==> config.mk <==
export PLATFORM = sky130hd
export DESIGN_NAME = asl_search
export DESIGN_NICKNAME = d
export VERILOG_FILES = /design/src/rtl/asl_pkg.sv /design/src/rtl/asl_search.sv
export SDC_FILE = /design/constraint.sdc
export NUM_CORES = 1
export LEC_CHECK = 0
export BUFFER_PORTS_ARGS = -buffer_cell sky130_fd_sc_hd__buf_4
export CORE_ASPECT_RATIO = 0.7
export CORE_UTILIZATION = 40
export CTS_CLUSTER_DIAMETER = 60
export CTS_CLUSTER_SIZE = 25
export DETAILED_ROUTE_END_ITERATION = 8
export PLACE_DENSITY = 0.57
export SLEW_MARGIN = 5
export SYNTH_ARGS = -nofsm -noshare
export SYNTH_HDL_FRONTEND = slang
export SYNTH_SLANG_ARGS = --single-unit
export TNS_END_PERCENT = 5
==> constraint.sdc <==
create_clock -name clk -period 28.8 [get_ports clk]
set_clock_uncertainty 0.2 [all_clocks]
set_input_delay 0 -clock clk [delete_from_list [all_inputs] [get_ports clk]]
set_output_delay 0 -clock clk [all_outputs]
set_load 0.03 [all_outputs]
==> src/rtl/asl_pkg.sv <==
// Shared types and constants for the address range lookup block.
package asl_pkg;

	// Fixed field widths
	localparam int DATA_W    = 64;
	localparam int SYM_W     = 10;
	localparam int ENT_IDX_W = 10;
	localparam int CNT_REG_W = 11;

	// Configuration port: two 64-bit registers at byte offsets 0 and 8
	localparam int PADDR_W = 4;
	localparam int PDATA_W = 64;

	// Default table depth
	localparam int DEF_TABLE_DEPTH = 1024;

	// Register indexes (paddr[3])
	localparam logic REG_LOAD_BIAS   = 1'b0;
	localparam logic REG_ENTRY_COUNT = 1'b1;

	// Command codes
	localparam logic CMD_WRITE  = 1'b0;
	localparam logic CMD_LOOKUP = 1'b1;

	// One table entry as stored in the RAM
	typedef struct packed {
		logic [DATA_W-1:0] start_addr;
		logic [DATA_W-1:0] end_addr;
	} entry_t;

	// One lookup result
	typedef struct packed {
		logic              hit;
		logic [SYM_W-1:0]  idx;
		logic [DATA_W-1:0] start_addr;
		logic [DATA_W-1:0] end_addr;
		logic [DATA_W-1:0] offset;
		logic [DATA_W-1:0] pc;
	} result_t;

endpackage

==> src/rtl/asl_search.sv <==
// Binary search sequencer: one table probe per cycle, one shared start compare.
module asl_search #(
	parameter int TABLE_DEPTH = asl_pkg::DEF_TABLE_DEPTH,
	localparam int IDX_W = $clog2(TABLE_DEPTH),
	localparam int CNT_W = IDX_W + 1
) (
	input  logic                        clk,
	input  logic                        arst_n,
	input  logic                        go,
	input  logic [asl_pkg::DATA_W-1:0]  query_addr,
	input  logic [asl_pkg::DATA_W-1:0]  load_bias,
	input  logic [CNT_W-1:0]            count,
	output logic                        rd_en,
	output logic [IDX_W-1:0]            rd_addr,
	input  asl_pkg::entry_t             rd_entry,
	output logic                        busy,
	output logic                        done,
	output asl_pkg::result_t            res
);

	typedef enum logic [1:0] {
		S_IDLE,
		S_START,
		S_PROBE,
		S_CHECK
	} state_t;

	state_t                       state_q;
	logic [asl_pkg::DATA_W-1:0]   addr_q;
	logic [asl_pkg::DATA_W-1:0]   pc_q;
	logic                         second_q;
	logic [CNT_W-1:0]             lo_q;
	logic [CNT_W-1:0]             hi_q;
	logic [CNT_W-1:0]             mid_q;
	logic                         cand_valid_q;
	logic [IDX_W-1:0]             cand_idx_q;
	asl_pkg::entry_t              cand_q;
	logic                         done_q;
	asl_pkg::result_t             res_q;

	logic                         go_right;
	logic [CNT_W-1:0]             lo_n;
	logic [CNT_W-1:0]             hi_n;
	logic [CNT_W-1:0]             mid_start;
	logic [CNT_W-1:0]             mid_n;
	logic                         cand_cover;
	logic                         cand_hit;
	logic [asl_pkg::DATA_W-1:0]   cand_off;

	// Shared compare: probed start against the search address
	assign go_right  = (rd_entry.start_addr <= addr_q);
	assign lo_n      = go_right ? (mid_q + CNT_W'(1)) : lo_q;
	assign hi_n      = go_right ? hi_q : mid_q;
	assign mid_start = lo_q + ((hi_q - lo_q) >> 1);
	assign mid_n     = lo_n + ((hi_n - lo_n) >> 1);

	// Hit test on the candidate (last probe that went right)
	assign cand_cover = (cand_q.end_addr > cand_q.start_addr) ? (addr_q < cand_q.end_addr)
	                                                          : (addr_q == cand_q.start_addr);
	assign cand_hit = cand_valid_q && (addr_q >= cand_q.start_addr) && cand_cover;
	assign cand_off = addr_q - cand_q.start_addr;

	// RAM read request
	always_comb begin
		rd_en   = 1'b0;
		rd_addr = mid_start[IDX_W-1:0];
		unique case (state_q)
			S_START: begin
				rd_en   = (lo_q < hi_q);
				rd_addr = mid_start[IDX_W-1:0];
			end
			S_PROBE: begin
				rd_en   = (lo_n < hi_n);
				rd_addr = mid_n[IDX_W-1:0];
			end
			default: begin
				rd_en = 1'b0;
			end
		endcase
	end

	// Sequencer and registered outputs
	always_ff @(posedge clk or negedge arst_n) begin
		if (!arst_n) begin
			state_q      <= S_IDLE;
			second_q     <= 1'b0;
			cand_valid_q <= 1'b0;
			done_q       <= 1'b0;
		end else begin
			done_q <= 1'b0;
			unique case (state_q)
				S_IDLE: begin
					if (go) begin
						addr_q       <= query_addr - load_bias;
						pc_q         <= query_addr;
						second_q     <= 1'b0;
						lo_q         <= '0;
						hi_q         <= count;
						cand_valid_q <= 1'b0;
						state_q      <= S_START;
					end
				end
				S_START: begin
					mid_q <= mid_start;
					if (lo_q < hi_q) begin
						state_q <= S_PROBE;
					end else begin
						state_q <= S_CHECK;
					end
				end
				S_PROBE: begin
					if (go_right) begin
						cand_q       <= rd_entry;
						cand_idx_q   <= mid_q[IDX_W-1:0];
						cand_valid_q <= 1'b1;
					end
					lo_q  <= lo_n;
					hi_q  <= hi_n;
					mid_q <= mid_n;
					if (!(lo_n < hi_n)) begin
						state_q <= S_CHECK;
					end
				end
				S_CHECK: begin
					if (cand_hit || second_q || (load_bias == '0)) begin
						done_q  <= 1'b1;
						state_q <= S_IDLE;
						if (cand_hit) begin
							res_q.hit        <= 1'b1;
							res_q.idx        <= asl_pkg::SYM_W'(cand_idx_q);
							res_q.start_addr <= cand_q.start_addr;
							res_q.end_addr   <= cand_q.end_addr;
							res_q.offset     <= cand_off;
							res_q.pc         <= addr_q;
						end else begin
							res_q <= '0;
						end
					end else begin
						// Retry with the unadjusted address
						addr_q       <= pc_q;
						second_q     <= 1'b1;
						lo_q         <= '0;
						hi_q         <= count;
						cand_valid_q <= 1'b0;
						state_q      <= S_START;
					end
				end
				default: begin
					state_q <= S_IDLE;
				end
			endcase
		end
	end

	assign busy = (state_q != S_IDLE);
	assign done = done_q;
	assign res  = res_q;

endmodule

### After elaboration in Yosys (flattened, before gate mapping)

Index checks and enable logic that the tools add are counted.

* register bits: 571
* bits in latches: 0
* RAM bits: 0
* ROM bits: 0
* output and inout port bits: 280
* memories kept: 0

* add/sub/neg operators: 7
* multiply operators: 0
* divide/modulo/power cells: 0
* $lt $le $gt $ge: 6
* equality and inequality tests: 8
* shift-type cells: 0
* multiplexer cells: 29
* bitwise operators: 0
* reduce and logical (&&, ||, !) cells: 19

Operators with widths (number)
* 2-to-1 mux 267 bit: 1
* 2-to-1 mux 64 bit: 2
* one-hot mux 64 bit (2 select lines): 1
* subtractor 64 bit: 2
* 2-to-1 mux 11 bit: 6
* one-hot mux 11 bit (3 select lines): 2
* equality test 64 bit: 1
* >= comparator 64 bit: 1
* > comparator 64 bit: 1
* less-or-equal comparator 64 bit: 1
* logical NOT 64 bit: 1
* < comparator 64 bit: 1
* adder 11 x 10 -> 11 bit: 2
* < comparator 11 bit: 2
* one-hot mux 11 bit (2 select lines): 1
* subtractor 11 bit: 2
* AND reduction 3 bit: 4
* AND reduction 4 bit: 3
* adder 11 x 1 -> 11 bit (second input constant): 1
* 2-to-1 mux 10 bit: 1
* 2-to-1 mux 1 bit: 9
* != test 2 bit (second input constant): 4
* one-hot mux 2 bit (4 select lines): 1
* nonzero test 2 bit: 3
* 10 further kinds: 16

### Depth between registers and ports, before layout

Gate-level depths: netlist of run 1.

* word-level depth: 7
* depth in mapped cells: 29
* mapped depth without buffers: 28

### Worst setup path after synthesis of run 1

OpenSTA, ideal clock, no wires.

* kind: register to register
* from: reg addr_q[0] in the netlist's numbering
* to: reg res_q (netlist bit res[0]), enable pin
* arrival: 9.268 ns
* required time: 27.940 ns
* path slack: 18.672 ns
* stages on the path, launching flop included: 18
* path buffers: 0
* cell sequence: edfxtp_1 -> inv_1 -> ha_1 -> fa_1 -> nor2b_1 -> o21a_1 -> o21ai_1 -> a21oi_2 -> a22oi_1 -> a211o_1 -> a21o_2 -> o31a_2 -> o21ai_4 -> a31o_2 -> a31oi_1 -> nand2b_1 -> inv_2 -> and2_1

* word-level cells in the longest chain between the ends: 6
* elaborated cells between the ends (all ways): 9
* classes of those cells: order compare (2); eq/ne (1); mux (1); reduce/logical (5)

RTL lines
* start, declared: RTL line asl_search.sv:29 `logic [asl_pkg::DATA_W-1:0] addr_q;`
* start signal, assigned: RTL line asl_search.sv:94 `addr_q <= query_addr - load_bias;`
* start signal, assigned: RTL line asl_search.sv:140 `addr_q <= pc_q;`
* < comparator 64 bit, or another cell as far along: RTL line asl_search.sv:58 `assign cand_cover = (cand_q.end_addr > cand_q.start_addr) ? (addr_q < cand_q.end_addr)`
* 2-to-1 mux 1 bit or logical AND 1 bit (tied branches): RTL line asl_search.sv:58, asl_search.sv:60
* logical AND 1 bit *: RTL line asl_search.sv:60 `assign cand_hit = cand_valid_q && (addr_q >= cand_q.start_addr) && cand_cover;`
* logical OR 1 bit * (2 in series): RTL line asl_search.sv:125 `if (cand_hit || second_q || (load_bias == '0)) begin`
* AND reduction 3 bit (no line) *
* end, declared: RTL line asl_search.sv:39 `asl_pkg::result_t res_q;`

Every way passes the cells marked *; elsewhere a longest branch is shown, timed or not.
A chain may end at the register's enable or synchronous reset.

### Worst setup path after layout of run 1

* from: reg addr_q[31] in the netlist's numbering
* to: out rd_addr[9]

* word-level cells in the longest chain between the ends: 5
* elaborated cells between the ends (all ways): 6
* classes of those cells: add/sub (2); order compare (1); mux (3)

RTL lines
* less-or-equal comparator 64 bit *: RTL line asl_search.sv:51 `assign go_right = (rd_entry.start_addr <= addr_q);`
* 2-to-1 mux 11 bit (on tied branches): RTL line asl_search.sv:53, asl_search.sv:52
* subtractor 11 bit: RTL line asl_search.sv:55 `assign mid_n = lo_n + ((hi_n - lo_n) >> 1);`
* adder 11 x 10 -> 11 bit *: RTL line asl_search.sv:55
* 2-to-1 mux 10 bit *: RTL line asl_search.sv:67 `unique case (state_q)`
* end, declared: RTL line asl_search.sv:14 `output logic [IDX_W-1:0] rd_addr,`

Marked as above.

==> results of run 1 <==
## what timing repair did
action,in CTS,in global routing
hold buffers,408,0
resized for setup,0,0
hold endpoints to repair,287,0
## cells in the mapped netlist, types with 7 or more instances
cell	n	area, um2
edfxtp_1	566	17000
nor2_1	369	1385
ha_1	363	4542
inv_1	341	1280
a21oi_1	228	1141
nand2_1	176	660.6
o21ai_0	161	805.8
a21o_1	135	1013
xnor2_1	86	753.2
nand4_1	74	462.9
xor2_1	63	551.8
clkbuf_1	47	176.4
nand3_1	41	205.2
nor3_1	38	190.2
nand2b_1	34	212.7
nor2b_1	31	193.9
nor4_1	29	181.4
o21bai_1	28	210.2
o21a_1	24	180.2
a31oi_1	22	137.6
and3_1	22	137.6
and2_1	21	131.4
mux2_2	20	225.2
o21ai_1	18	90.09
a211oi_1	17	127.6
buf_6	11	123.9
buf_8	11	165.2
o31ai_1	11	82.58
a21boi_0	10	75.07
nor2_4	10	112.6
or3_1	9	56.30
o211ai_1	8	60.06
mux2i_1	7	70.07
## kinds of logic after synthesis
kind of cell | after synthesis | synth area share
compound gates | 747 | 0.1401
xor+xnor | 149 | 0.03817
fa+ha+maj | 373 | 0.1376
buf+inv | 423 | 0.05328
flops | 571 | 0.5008
mux | 30 | 0.009698
simple gates | 876 | 0.1204
## area by class of cell
type	instances	area, um2	area share
Tap cell	1137	1423	0.03156
Antenna cell	1	2.502	0.00005552
Clock inverter	37	446.7	0.009910
Multi-Input combinational cell	2175	15290	0.3392
Clock buffer	47	1176	0.02609
Sequential cell	571	17120	0.3799
Inverter	343	1287	0.02856
Timing Repair Buffer	973	8325	0.1847
## final timing paths
kind                         endpoint     startpoint
setup reg to reg             res[105]     cand_q[62]
setup / recovery           rd_addr[9]     addr_q[31]
max in group asynchronous    second_q         arst_n
hold / removal              addr_q[5]   load_bias[5]
min in group asynchronous        done         arst_n
hold reg to reg              res[257]  cand_idx_q[1]
## state kept, by name, indices dropped and copies added (netlist names)
name	cells
cand_valid_q	1
done	1
second_q	1
lo_q	11
state_q	2
cand_q	128
addr_q	64
hi_q	11
res	267
cand_idx_q	10
pc_q	64
mid_q	11
## per-layer routing
layer | vias to the layer above | routed length [um] | track usage
li1 | 13370 | - | -
met1 | 13500 | 59000 | 0.4225
met2 | 974 | 51600 | 0.4000
met3 | 111 | 8870 | 0.04432
met4 | 10 | 2079 | 0.05153
met5 | - | 67 | 0
## tightest hold or removal path: stages
cell and delay (ps):
buf_4 110, inv_1 50, ha_1 180, xor2_1 150, o21ai_0 150
## where the power goes
| part | internal [mW] | total [mW] | leakage (nW) | switching (mW) |
|---|---|---|---|---|
| clock | 0.326 | 0.702 | 0.785 | 0.375 |
| combinational | 0.858 | 2.29 | 13.5 | 1.43 |
| sequential | 1.12 | 1.20 | 5.66 | 0.0888 |
| total | 2.30 | 4.20 | 19.9 | 1.89 |
==> summary.md, run 1 <==
| Metric | Value |
|---|---|
| Die Area | `86670 um2` |
| H-tree Lvls | `2` |
| First-pass GRT wire length | `174100 um` |
| Setup bufs post-CTS | `0` |
| CTS sink count | `571` |
| Total Power | `4.196 mW` |
| Primary FF master, synth | `edfxtp_1` |
| DR WL/cell | `23.02 um` |
| P_leak | `19.91 nW` |
| Min-delay worst type | `input pin to flop` |
| Largest net degree at the start of global routing | `88` |
| Most frequent cells in the layout | `566 x edfxtp_1, 565 x buf_4, 408 x dlygate4sd3_1, 368 x nor2_1, 361 x ha_1` |
| Fin nets | `4749` |
| GR Util All Layers | `0.2735` |
| Final HPWL DP | `94240 um` |
| Worst-path clk slew | `90 ps` |
| Initial antenna violation count | `10` |
| Min Tclk post-route | `8044 ps` |
| Die X | `351.4 um` |
| Post-route ant nets | `0` |
| GPL Wtd Cong | `0.9317` |
| Critical Path End Type | `output pin` |
| Critical path class | `flop to output pin` |
| Synthesized flop and latch total | `571` |
| # fillers | `7634` |
| Fraction of layout cells with a size suffix above 1 | `0.1737` |
| Delay-heaviest family, CP | `compound AO/OA/AOI/OAI gates` |
| Top cell by count, worst path | `ha_1` |
| Synth Net Count | `3808` |
| Initial DRC count | `2443` |
| First-pass DRT Iterations | `5` |
| CTS tree | `yes` |
| Synth cell types | `95` |
| Startpoint types | `flop` |
| Final core utilization | `0.5340` |
| Slowest library cell on the worst path | `nor4_2` |
| Slew Viols, Final | `0` |
| Hold Worst Slack | `20.34 ps` |
| Wirelength, routed | `121600 um` |
| Placed Instances | `4791` |
| Avg Inst Size Synth | `10.79 um2` |
| Worst Hold Path Cells | `5` |
| CTS buffer count | `46` |
| Place WS | `20930 ps` |
| Max-cap violations | `0` |
| CORE AREA | `84410 um2` |
| Number of remaining DRC errors | `0` |
| Top Ports | `550` |
| Setup slack, reg-to-reg | `21190 ps` |
| IO Port Bufs | `549` |
| Post-Layout Cell Count | `5284` |
| Synthesized area | `34190 um2` |
| Worst rel slew slack | `0.2097` |
| CP arrival | `7840 ps` |
| Post-synth EDFFs | `566` |
| Critical Path RT | `28600 ps` |
| Peak VDD IR | `0.1011 mV` |
| Status | `completed` |
| R2R cell count | `16` |
| Actual slew at the worst max-slew pin | `1173 ps` |
| Area growth, synth to finish | `31.83%` |
| Root buf cell | `clkbuf_16` |
| Vias/cell | `5.293` |
| Most common cell after layout, fill and taps aside | `edfxtp_1` |
| Max Root-Sink Buffers | `3` |
| Sequential area share after synthesis | `0.5008` |
| Synth async-reset ratio | `0.008757` |
| Tcrit/Tclk final | `0.2793` |
| Bufs and invs on worst path | `4` |
| FP Rows | `89` |
| Grt ovf | `0` |
| Initial core utilization | `0.4050` |
| RSZ-0062 raised after global routing | `no` |
| Crit-path max FO | `36` |
| Final setup margin | `20760 ps` |
| Final TNS setup | `0 ps` |
| Die extent in y | `246.6 um` |
| Syn Inst Count | `3169` |
| Final Cell Area | `45070 um2` |
| Yosys warnings | `0` |
| Final setup violation count | `0` |
| DR vias | `27970` |
| F_max | `124.3 MHz` |
| Vias in the first global route | `26660` |
| Placed Area | `39360 um2` |
| Crit path largest cell delay | `560 ps` |
| Clock insertion delay at the later pin of the skew report | `640 ps` |
| Power Density | `93.09 nW/um2` |
| Final hold vios | `0` |
| CP Depth | `28` |
(Power assumes the default switching activity.)
==> run 2: changes to the inputs <==
- clock period: 28.8 -> 7.95 ns (I/O delays scaled with it)
==> run 2 against run 1 <==
Combinational power grew to 3.7 times the previous value. Critical path depth did not move. Sequential power increased to 3.6 times the previous value. Worst setup slack lost 20000 ps. Clock power grew to 3.7 times the previous value. First-iteration DRC count up 2.1%. Global-route usage up 0.22 points. Flip-flop and latch count unchanged. Die area is the same. Routed wire length is 0.68% higher. Hold slack better by 4.1 ps.
==> summary.md, run 2 (synthesis results as in run 1) <==
| Metric | Value |
|---|---|
| Register Area | `17120 um2 (unchanged)` |
| GPL Wtd Cong | `0.9179 (-1.5%)` |
| Number of flip-flops in the largest register | `267 (unchanged)` |
| Bufs and invs on worst path | `4 (unchanged)` |
| CTS tree | `yes` |
| First-pass GRT wire length | `173900 um (about the same)` |
| Largest net degree at the start of global routing | `78 (-11%)` |
| Wirelength, routed | `122400 um (+0.68%)` |
| Crit-path max FO | `6 (-83%)` |
| IO Port Bufs | `549 (unchanged)` |
| # fillers | `7510 (-1.6%)` |
| Peak VDD IR | `0.3430 mV (+240%)` |
| DR WL/cell | `23.06 um (+0.18%)` |
| Hold Worst Slack | `24.48 ps (+4.143 ps)` |
| Area growth, synth to finish | `32.94%` |
| CP Depth | `28 (unchanged)` |
| Startpoint types | `flop` |
| Most common cell after layout, fill and taps aside | `buf_4` |
| Worst rel slew slack | `0.1137 (-0.09602)` |
| RSZ-0062 raised after global routing | `no` |
| Worst-path clk slew | `100 ps (about the same)` |
| Final Cell Area | `45450 um2 (+0.84%)` |
| Most frequent cells in the layout | `582 x buf_4, 566 x edfxtp_1, 408 x dlygate4sd3_1, 368 x nor2_1, 362 x ha_1` |
| Final hold vios | `0 (unchanged)` |
| Final HPWL DP | `94920 um (+0.72%)` |
| CTS buffer count | `45 (-2.2%)` |
| Initial core utilization | `0.4050 (unchanged)` |
| Min-delay worst type | `input pin to flop` |
| Multi-input gate area | `15340 um2 (+0.30%)` |
| Post-Layout Cell Count | `5310 (+0.49%)` |
| Initial DRC count | `2494 (+2.1%)` |
| Worst Hold Path Cells | `5 (unchanged)` |
| Post-route ant nets | `0 (unchanged)` |
| Max Root-Sink Buffers | `3 (unchanged)` |
| First-pass DRT Iterations | `5 (unchanged)` |
| CP arrival | `7440 ps (-400 ps)` |
| Final core utilization | `0.5385 (+0.004476)` |
| DR vias | `27980 (+0.050%)` |
| Die Area | `86670 um2 (unchanged)` |
| CTS sink count | `571 (unchanged)` |
| FP Rows | `89 (unchanged)` |
| CORE AREA | `84410 um2 (unchanged)` |
| Delay-heaviest family, CP | `compound AO/OA/AOI/OAI gates` |
| Power Density | `338.6 nW/um2 (+260%)` |
| Critical Path End Type | `output pin` |
| Min Tclk post-route | `7643 ps` |
| Final setup violation count | `0 (unchanged)` |
| Clock insertion delay at the later pin of the skew report | `650 ps (about the same)` |
| Slew Viols, Final | `0 (unchanged)` |
| Vias/cell | `5.269 (-0.44%)` |
| Vias in the first global route | `26930 (+0.99%)` |
| Root buf cell | `clkbuf_16` |
| Tcrit/Tclk final | `0.9614` |
| R2R cell count | `27 (+11)` |
| Placed Area | `39590 um2 (+0.58%)` |
| F_max | `130.8 MHz` |
| Max-cap violations | `0 (unchanged)` |
| Top Ports | `550 (unchanged)` |
| GR Util All Layers | `0.2757 (+0.002209)` |
| Initial antenna violation count | `9 (-1)` |
| Placed Instances | `4812 (+0.44%)` |
| Slowest library cell on the worst path | `o41ai_1` |
| Grt ovf | `0 (unchanged)` |
| Crit path largest cell delay | `600 ps (+40 ps)` |
| Critical path class | `flop to output pin` |
| Critical Path RT | `7750 ps (-20850 ps)` |
| Status | `completed` |
| Actual slew at the worst max-slew pin | `1318 ps (+145.2 ps)` |
| H-tree Lvls | `2 (unchanged)` |
| Total Power | `15.39 mW (+270%)` |
| Number of remaining DRC errors | `0 (unchanged)` |
| Fraction of layout cells with a size suffix above 1 | `0.1797 (+0.006084)` |
| Fin nets | `4772 (+0.48%)` |
| Die X | `351.4 um (unchanged)` |
| Die extent in y | `246.6 um (unchanged)` |
| P_leak | `20.11 nW (+1.0%)` |
==> run 2: repair_timing <==
action / 4_1_cts / 5_1_grt
gates cloned: 0 / 0
endpoints found under the hold margin: 315 / 0
setup endpoints to repair: 2 / 5
pin swaps: 0 / 1
gates resized for setup: 3 / 8
buffers inserted: 0 / 3
hold buffers: 408 / 0
==> run 2: report_power, final <==
| group | total, mW | switching (mW) | internal [mW] |
|---|---|---|---|
| Sequential | 4.34 | 0.309 | 4.03 |
| Combinational | 8.44 | 5.26 | 3.18 |
| Clock | 2.60 | 1.39 | 1.21 |
| Total | 15.4 | 6.96 | 8.42 |
==> run 2: final cells by class <==
type	count	area share
Antenna cell	6	0.0003304
Clock buffer	46	0.02533
Clock inverter	35	0.01162
Inverter	343	0.02833
Multi-Input combinational cell	2175	0.3374
Sequential cell	571	0.3767
Tap cell	1137	0.03130
Timing Repair Buffer	997	0.1890
==> run 2: worst register-to-register path, delay by kind of cell, from the launching register on <==
family	cells	cell delay, ps
compound gates	9	2270
simple gates	9	1940
fa+ha+maj	3	980
flops	1	420
xor+xnor	2	340
mux	1	330
buf+inv	3	260
==> run 2: final timing paths <==
path	from	endpoint	slack [ps]
max	addr_q[57]	rd_addr[8]	310
min	load_bias[5]	addr_q[5]	20
max reg2reg	addr_q[57]	mid_q[8]	880
min reg2reg	cand_idx_q[2]	res[258]	320
max in group asynchronous	arst_n	state_q[0]	6890
min in group asynchronous	arst_n	done	330
==> run 2: per-layer routing <==
| metal | GRT usage | vias up | wire length [um] |
|---|---|---|---|
| met1 | 0.4077 | 13410 | 57800 |
| met5 | 0.01134 | - | 173 |
| met2 | 0.4060 | 1011 | 52110 |
| li1 | - | 13420 | - |
| met3 | 0.06002 | 142 | 9653 |
| met4 | 0.06496 | 6 | 2697 |
==> run 2: metrics by stage <==
| step | TNS (ps) | setup WS (ps) |
|---|---|---|
| 6_report | 0 | 306.5 |
| 5_1_grt | 0 | 12.79 |
| 4_1_cts | 0 | 45.09 |
| 3_5_place_dp | 0 | 486.5 |
| 3_3_place_gp | 0 | 670.8 |
| 2_1_floorplan | -117280 | -713.7 |
